===== src/hdl/lpe_pkg.sv =====
// ----------------------------------------------------------------------------
// lpe_pkg: line position estimator shared types
// Beat structs, sample width and the pattern-to-position table.
// ----------------------------------------------------------------------------
package lpe_pkg;

  localparam int SAMPLE_BITS = 15;
  localparam int NUM_SAMPLES = 8;
  localparam int POS_BITS    = 5;

  typedef logic [SAMPLE_BITS-1:0]      sample_t;
  typedef logic signed [POS_BITS-1:0] pos_t;
  typedef logic [NUM_SAMPLES-1:0]      pattern_t;

  typedef struct packed {
    sample_t sample_0;
    sample_t sample_1;
    sample_t sample_2;
    sample_t sample_3;
    sample_t sample_4;
    sample_t sample_5;
    sample_t sample_6;
    sample_t sample_7;
  } in_beat_t;

  typedef struct packed {
    pos_t     position_eighths;
    pattern_t bit_pattern;
    logic     recognized;
  } out_beat_t;

  typedef struct packed {
    sample_t [NUM_SAMPLES-1:0] smp;
    sample_t                   lo;
    sample_t                   hi;
  } mm_stage_t;

  typedef struct packed {
    logic hit;
    pos_t pos;
  } pos_lookup_t;

  function automatic pos_lookup_t pos_lookup(input pattern_t pat);
    pos_lookup_t r;
    r.hit = 1'b1;
    r.pos = '0;
    case (pat)
      8'h18:        r.pos = 5'sd0;
      8'h10, 8'h38: r.pos = 5'sd2;
      8'h08, 8'h1C: r.pos = -5'sd2;
      8'h30:        r.pos = 5'sd3;
      8'h0C:        r.pos = -5'sd3;
      8'h20, 8'h70: r.pos = 5'sd4;
      8'h04, 8'h0E: r.pos = -5'sd4;
      8'h60, 8'hE0: r.pos = 5'sd5;
      8'h06, 8'h07: r.pos = -5'sd5;
      8'h40, 8'hF0: r.pos = 5'sd6;
      8'h02, 8'h0F: r.pos = -5'sd6;
      8'hC0:        r.pos = 5'sd7;
      8'h03:        r.pos = -5'sd7;
      8'h80:        r.pos = 5'sd8;
      8'h01:        r.pos = -5'sd8;
      default:      r.hit = 1'b0;
    endcase
    return r;
  endfunction

endpackage


===== src/hdl/line_position_estimator.sv =====
// ----------------------------------------------------------------------------
// line_position_estimator: line sensor scan to line position
// Input channel (in_valid, in_stall, in_beat) takes one scan of eight
// samples per beat. Result channel (out_valid, out_stall, out_beat) gives
// one beat per scan: position in eighths (-8..+8), the thresholded pattern
// and a recognized flag.
// A scan passes the input register, the min/max register and the result
// register in turn before its result is valid.
// Throughput: one scan per cycle; the three-register pipeline moves a
// beat every cycle the result side takes one.
// When out_stall is high the result beat holds; empty stages still fill,
// so up to three scans are taken before in_stall rises.
// Patterns outside the table repeat the previous position.
// Reset clears all valid flags and sets the held position to zero.
// ----------------------------------------------------------------------------
module line_position_estimator (
  input  logic               clk,
  input  logic               rst_n,
  input  logic               in_valid,
  output logic               in_stall,
  input  lpe_pkg::in_beat_t  in_beat,
  output logic               out_valid,
  input  logic               out_stall,
  output lpe_pkg::out_beat_t out_beat
);

  lpe_pkg::in_beat_t  in_r;
  logic               in_vld_r;
  logic               mm_rdy;
  logic               mm_vld;
  lpe_pkg::mm_stage_t mm_stage;
  logic               cl_rdy;
  logic               in_adv;

  assign in_adv   = !in_vld_r || mm_rdy;
  assign in_stall = !in_adv;

  always_ff @(posedge clk) begin
    if (!rst_n) begin
      in_vld_r <= 1'b0;
    end else if (in_adv) begin
      in_vld_r <= in_valid;
    end
  end

  always_ff @(posedge clk) begin
    if (in_adv && in_valid) begin
      in_r <= in_beat;
    end
  end

  lpe_minmax u_minmax (
    .clk     (clk),
    .rst_n   (rst_n),
    .vld_i   (in_vld_r),
    .beat_i  (in_r),
    .adv_i   (cl_rdy),
    .rdy_o   (mm_rdy),
    .vld_o   (mm_vld),
    .stage_o (mm_stage)
  );

  lpe_classify u_classify (
    .clk       (clk),
    .rst_n     (rst_n),
    .vld_i     (mm_vld),
    .stage_i   (mm_stage),
    .rdy_o     (cl_rdy),
    .out_valid (out_valid),
    .out_stall (out_stall),
    .out_beat  (out_beat)
  );

endmodule


===== src/hdl/lpe_minmax.sv =====
// ----------------------------------------------------------------------------
// lpe_minmax: scan extremes stage
// Finds the minimum and maximum of one registered scan and holds them
// with the samples for the classify stage.
// ----------------------------------------------------------------------------
module lpe_minmax (
  input  logic              clk,
  input  logic              rst_n,
  input  logic              vld_i,
  input  lpe_pkg::in_beat_t beat_i,
  input  logic              adv_i,
  output logic              rdy_o,
  output logic              vld_o,
  output lpe_pkg::mm_stage_t stage_o
);

  lpe_pkg::sample_t [lpe_pkg::NUM_SAMPLES-1:0] smp;
  lpe_pkg::sample_t [3:0] lo1, hi1;
  lpe_pkg::sample_t [1:0] lo2, hi2;
  lpe_pkg::mm_stage_t     stage_nxt;
  lpe_pkg::mm_stage_t     stage_r;
  logic                   vld_r;

  assign smp[0] = beat_i.sample_0;
  assign smp[1] = beat_i.sample_1;
  assign smp[2] = beat_i.sample_2;
  assign smp[3] = beat_i.sample_3;
  assign smp[4] = beat_i.sample_4;
  assign smp[5] = beat_i.sample_5;
  assign smp[6] = beat_i.sample_6;
  assign smp[7] = beat_i.sample_7;

  always_comb begin
    for (int i = 0; i < 4; i++) begin
      lo1[i] = (smp[2*i] < smp[2*i+1]) ? smp[2*i] : smp[2*i+1];
      hi1[i] = (smp[2*i] > smp[2*i+1]) ? smp[2*i] : smp[2*i+1];
    end
    for (int i = 0; i < 2; i++) begin
      lo2[i] = (lo1[2*i] < lo1[2*i+1]) ? lo1[2*i] : lo1[2*i+1];
      hi2[i] = (hi1[2*i] > hi1[2*i+1]) ? hi1[2*i] : hi1[2*i+1];
    end
    stage_nxt.smp = smp;
    stage_nxt.lo  = (lo2[0] < lo2[1]) ? lo2[0] : lo2[1];
    stage_nxt.hi  = (hi2[0] > hi2[1]) ? hi2[0] : hi2[1];
  end

  assign rdy_o = !vld_r || adv_i;

  always_ff @(posedge clk) begin
    if (!rst_n) begin
      vld_r <= 1'b0;
    end else if (rdy_o) begin
      vld_r <= vld_i;
    end
  end

  always_ff @(posedge clk) begin
    if (rdy_o && vld_i) begin
      stage_r <= stage_nxt;
    end
  end

  assign vld_o   = vld_r;
  assign stage_o = stage_r;

  a_lo_le_hi: assert property (@(posedge clk) disable iff (!rst_n)
    vld_r |-> stage_r.lo <= stage_r.hi)
    else $error("minimum above maximum");

endmodule


===== src/hdl/lpe_classify.sv =====
// ----------------------------------------------------------------------------
// lpe_classify: threshold, pattern and position stage
// Thresholds the scan at the mid level, looks the pattern up and holds
// the last position for patterns outside the table.
// ----------------------------------------------------------------------------
module lpe_classify (
  input  logic                clk,
  input  logic                rst_n,
  input  logic                vld_i,
  input  lpe_pkg::mm_stage_t  stage_i,
  output logic                rdy_o,
  output logic                out_valid,
  input  logic                out_stall,
  output lpe_pkg::out_beat_t  out_beat
);

  lpe_pkg::sample_t    thr;
  lpe_pkg::pattern_t   pat;
  lpe_pkg::pos_lookup_t lk;
  lpe_pkg::out_beat_t  beat_nxt;
  lpe_pkg::out_beat_t  beat_r;
  lpe_pkg::pos_t       last_pos_r;
  logic                out_valid_r;
  logic                load;

  always_comb begin
    thr = stage_i.lo + ((stage_i.hi - stage_i.lo) >> 1);
    for (int i = 0; i < lpe_pkg::NUM_SAMPLES; i++) begin
      pat[lpe_pkg::NUM_SAMPLES-1-i] = (stage_i.smp[i] >= thr);
    end
    lk = lpe_pkg::pos_lookup(pat);
    beat_nxt.bit_pattern      = pat;
    beat_nxt.recognized       = lk.hit;
    beat_nxt.position_eighths = lk.hit ? lk.pos : last_pos_r;
  end

  assign rdy_o = !out_valid_r || !out_stall;
  assign load  = rdy_o && vld_i;

  always_ff @(posedge clk) begin
    if (!rst_n) begin
      out_valid_r <= 1'b0;
      last_pos_r  <= '0;
    end else begin
      if (rdy_o) begin
        out_valid_r <= vld_i;
      end
      if (load) begin
        last_pos_r <= beat_nxt.position_eighths;
      end
    end
  end

  always_ff @(posedge clk) begin
    if (load) begin
      beat_r <= beat_nxt;
    end
  end

  assign out_valid = out_valid_r;
  assign out_beat  = beat_r;

  a_last_tracks_out: assert property (@(posedge clk) disable iff (!rst_n)
    out_valid_r |-> last_pos_r == beat_r.position_eighths)
    else $error("held position out of step with result");

  a_flat_unknown: assert property (@(posedge clk) disable iff (!rst_n)
    out_valid_r && beat_r.bit_pattern == '1 |-> !beat_r.recognized)
    else $error("flat scan reported as recognized");

  a_pattern_nonzero: assert property (@(posedge clk) disable iff (!rst_n)
    out_valid_r |-> beat_r.bit_pattern != '0)
    else $error("empty pattern");

  a_pos_range: assert property (@(posedge clk) disable iff (!rst_n)
    out_valid_r && beat_r.recognized |->
      beat_r.position_eighths >= -5'sd8 && beat_r.position_eighths <= 5'sd8)
    else $error("position out of range");

endmodule

===== config.mk =====
export PLATFORM = sky130hd
export DESIGN_NAME = line_position_estimator
export DESIGN_NICKNAME = d
export VERILOG_FILES = /design/src/hdl/lpe_pkg.sv /design/src/hdl/line_position_estimator.sv /design/src/hdl/lpe_minmax.sv /design/src/hdl/lpe_classify.sv
export SDC_FILE = /design/constraint.sdc
export NUM_CORES = 1
export LEC_CHECK = 0
export BUFFER_PORTS_ARGS = -buffer_cell sky130_fd_sc_hd__buf_2
export CELL_PAD_IN_SITES_DETAIL_PLACEMENT = 1
export CELL_PAD_IN_SITES_GLOBAL_PLACEMENT = 1
export CORE_MARGIN = 10
export CORE_UTILIZATION = 54
export DETAILED_ROUTE_END_ITERATION = 6
export PLACE_DENSITY_LB_ADDON = 0.1
export SLEW_MARGIN = 15
export SYNTH_ARGS = -nofsm -noshare
export SYNTH_HDL_FRONTEND = slang
export SYNTH_HIERARCHICAL = 1
export SYNTH_SLANG_ARGS = --single-unit

===== constraint.sdc =====
create_clock -name clk -period 14.7 [get_ports clk]
set_input_delay 0.735 -clock clk [delete_from_list [all_inputs] [get_ports clk]]
set_output_delay 0.735 -clock clk [all_outputs]
set_load 0.02 [all_outputs]

After elaboration in Yosys (flattened, before gate mapping) --
Index checks and enable logic that the tools add are counted.
Word-level totals: register bits 292, input port bits 124, logic and storage cells 109
Operators by class: add/subtract/negate cells 2, order comparisons 22, equal/unequal tests 23, multiplexer cells 17, reductions and logical operators 20
Operators by type and width (number):
- $mux W15 | 14
- $ge A15 B15 Y1 | 8
- $gt A15 B15 Y1 | 7
- $lt A15 B15 Y1 | 7
- $pmux W5 S14 | 1
- $eq A8 B4 Y1 const B | 4
- $eq A8 B8 Y1 const B | 4
- $eq A8 B3 Y1 const B | 3
- $eq A8 B5 Y1 const B | 3
- $eq A8 B6 Y1 const B | 3
- $eq A8 B7 Y1 const B | 3
- $reduce_or A23 Y1 | 1
- $eq A8 B2 Y1 const B | 2
- $reduce_or A2 Y1 | 8
- $add A15 B14 Y15 | 1
- $sub A15 B15 Y15 | 1
- $eq A8 B1 Y1 const B | 1
- $logic_not A1 Y1 | 5
- $mux W5 | 1
- $logic_and A1 B1 Y1 | 3
- $logic_or A1 B1 Y1 | 3
- $mux W1 | 1

Longest topological paths before layout --
depth in word-level cells 7, gate-level depth with buffers 36

Hierarchy --
The synthesis kept the hierarchy.
By module, submodules not included:
- lpe_minmax | times used 1, cells each 988, area an instance 10745.3 µm², seq. area each 4524.3 µm²
- lpe_classify | times used 1, cells each 647, area an instance 5282.6 µm², seq. area each 540.5 µm²
- line_position_estimator | times used 1, cells each 124, area an instance 3651.0 µm², seq. area each 3623.5 µm²

Least setup slack after synthesis --
Ideal clock, no wire load.
path type input port to flip-flop, from input out_stall, to register in_r[0] in the netlist's numbering, enable pin, setup time 0.615 ns, arrival time 6.374 ns, path slack 7.711 ns, cell stages on the path 4, buffers on the path 0, cell sequence nand2_1 > nand2b_1 > nor2b_4 > nor2b_1
Between the ends: cells in the longest elaborated chain, start to end 5
RTL lines:
- from (decl) | line line_position_estimator.sv:23 | input logic out_stall,
- $logic_not A1 Y1 | line lpe_classify.sv:37 | assign rdy_o = !out_valid_r || !out_stall;
- $logic_or A1 B1 Y1 | line lpe_classify.sv:37
- $logic_or A1 B1 Y1 | line lpe_minmax.sv:47 | assign rdy_o = !vld_r || adv_i;
- net mm_rdy | line line_position_estimator.sv:29 | logic mm_rdy;
- $logic_or A1 B1 Y1 | line line_position_estimator.sv:35 | assign in_adv = !in_vld_r || mm_rdy;
- $logic_and A1 B1 Y1 | line line_position_estimator.sv:47 | if (in_adv && in_valid) begin
- to (signal assigned) | line line_position_estimator.sv:48 | in_r <= in_beat;
- to (decl) | line line_position_estimator.sv:27 | lpe_pkg::in_beat_t in_r;
The timed path passes the listed nets, and every way through them passes these cells. A chain may end at the register's enable or synchronous reset.

==> reports/qor.yml <==
status:
  status: "completed"
clock_network:
  cts_buffers: 35
  cts_root_buf: "clkbuf_16"
  cts_tree: "done"
  clk_latency_ns: 0.56
  clk_pin_slew_worst_paths_ns: 0.07
  hold_buffers: 0
  cts_repair_resize_count: 0
  cts_setup_buffers: 0
  clk_path_buf_depth: 3
  cts_sinks: 292
  htreeDepth: 2
drt:
  wl_mm: 61.7
  via_count: 14929
  avgViaCountPerCell: 6.22
  drc: 0
  ant_nets: 0
  drt_iter0_drc: 1096
  wl_per_cell_um: 25.7
  dr.pass1.iters: 5
worst_hold_path:
  hp-class: "primary input to register"
final_layout:
  fin_util_pct: 61.7
  design_area_sq_mm: 0.0220
  syn_to_final_growth_pct: 12.0
  nets: 2304
  n_antenna_cell: 0
  drive_above_1_share_pct: 15.7
sta:
  min_period_over_period_pct: 57.9
  finalMaxSlewViolations: 0
  rsz0062_at_grt: "no"
  worst_slew_pin_slew_ns: 1.16
  finalHoldViolations: 0
  tns_ns: 0
  fin_crit_ns: 8.51
  whs_ns: 0.349
  finalClockSkew_ns: 0.0239
  max_freq_ghz: 0.118
  relSlewSlack_pct: 22.4
  setup_violations: 0
critical_path:
  rrSetupSlack_ns: 6.19
  arrival_ns: 8.81
  path_common_cell: "a21oi_1"
  worst_setup_path_start_kind: "register"
  cp_slowest_stage_delay_ns: 0.86
  worst_ep_required_time_ns: 15.00
  crit_type: "register to register"
  cp-end-kind: "register"
  crit_fanout: 15
  crit_slowest_cell: "a31oi_2"
place:
  postPlaceCellArea_sq_mm: 0.0209
  gp_congestion: 0.945
  hpwl_mm: 47.6
  port_buffers: 139
global_route:
  antenna_found_initial: 1
  first_global_vias: 16039
  grt_pass1_wl_mm: 93.9
  gr-usage-all-layers_pct: 27.6
  overflow: 0
  grt_start_max_net_pins: 78
synth:
  seq_area_frac_synth_pct: 44.2
  syn_area_sq_mm: 0.0197
  synth_nets: 2145
  yosys_most_used_dff: "edfxtp_1"
  synthArstFlopShare_pct: 0
  synth_edf_count: 284
  yosysWarnings: 6
  synth_area_leaders: "edfxtp_1 (43%), ha_1 (17%), mux2i_1 (4.8%)"
  syn_avg_cell_area_sq_um: 11.2
  synth_top_cell_by_area: "edfxtp_1"
  synth_top_area_share_pct: 43.3
  synth_cell_types: 107
  ys_seq_elements: 292
  synthCells: 1759
floorplanning:
  io_pins: 140
  die-area_sq_mm: 0.0445
  fp.dieW_um: 211
  core_sq_mm: 0.0357
  die_y_um: 211
  fp-row-count: 69
  start_util_pct: 55.1
job:
  cap_viol_max_count: 0
area by class of cell:
cell class | instances | area [sq um]
sequential | 292 | 8690
tap | 461 | 577
fill | 3765 | 13700
clock buffer | 44 | 952
multi-input combinational | 1246 | 10200
clock inverter | 16 | 126
timing repair buffer | 152 | 797
inverter | 191 | 717
stage by stage:
step | std cells | setup WS, ns
final | 2402 | 6.19
after global routing | 2402 | 5.73
after CTS | 2401 | 5.91
after detailed placement | 2341 | 6.05
after global placement | 2341 | 6.31
after floorplan | 1759 | 7.71
worst paths after layout:
path                            start                              to  depth (start not counted)
setup reg to reg   in_r[74]$_DFFE_PP_  u_minmax/stage_o[18]$_DFFE_PP_                         31
hold / removal            in_beat[21]              in_r[21]$_DFFE_PP_                          1
hold reg to reg   in_r[104]$_DFFE_PP_  u_minmax/stage_o[59]$_DFFE_PP_                          0
setup / recovery   in_r[74]$_DFFE_PP_  u_minmax/stage_o[18]$_DFFE_PP_                         31
placed cells by master (no fill, tap or decap), drive strengths merged, types with 8 or more instances in the layout:
cell type,synthesis,layout
a211oi,18,18
a21boi,15,15
a21o,19,19
a21oi,129,129
a31oi,9,9
and2,11,11
and3,10,10
buf,13,152
clkbuf,17,44
clkinv,0,12
dfxtp,8,8
edfxtp,284,284
ha,260,260
inv,191,191
maj3,8,8
mux2,39,39
mux2i,98,98
nand2,108,108
nand2b,19,19
nand3,34,34
nand3b,11,11
nand4,44,44
nor2,85,85
nor2b,17,17
nor3,17,17
nor4,8,8
o211ai,12,12
o21a,35,35
o21ai,83,83
o31ai,12,12
xnor2,26,26
sequential cells by signal, indices dropped and copies added, names as in the netlist:
register / cells
in_vld_r: 1
u_classify/last_pos_r: 5
u_minmax/vld_o: 1
u_minmax/stage_o: 150
in_r: 120
u_classify/out_valid: 1
u_classify/out_beat: 14
worst max-delay path, delay by kind of cell, from the launching register on:
kind,cells,cell delay [ns]
flip-flops,1,0.42
adder cells (fa/ha/maj),3,0.87
buffers and inverters,3,0.30
AO/OA/AOI/OAI,13,3.83
AND/OR/NAND/NOR,9,1.49
multiplexers,3,1.28
logic make-up after synthesis:
family,count (synthesis),synth area share (%)
xor gates and xnor gates,36,1.88
buffers and inverters,221,4.44
DFF,292,44.2
and+or+nand+nor,395,10.5
muxes,137,7.47
AOI/OAI and AO/OA,408,14.4
adders and majority gates,270,17.2
Yosys cell counts, types with 26 or more instances:
cell type and instances:
a21oi_1 124, edfxtp_1 284, ha_1 260, inv_1 190, mux2_2 29, mux2i_1 95
nand2_1 105, nand3_1 33, nand4_1 44, nor2_1 84, o21a_1 34, o21ai_0 79
xnor2_1 26
per-layer routing:
layer,track usage [%],wire (um)
met5,0,0
met4,10.7,2090
met3,5.13,3980
met2,48.5,30900
met1,32.8,24700
Power is left out: the tool's default activity adds up to more than one toggle a clock period on the data nets, which glitch-free logic cannot reach.
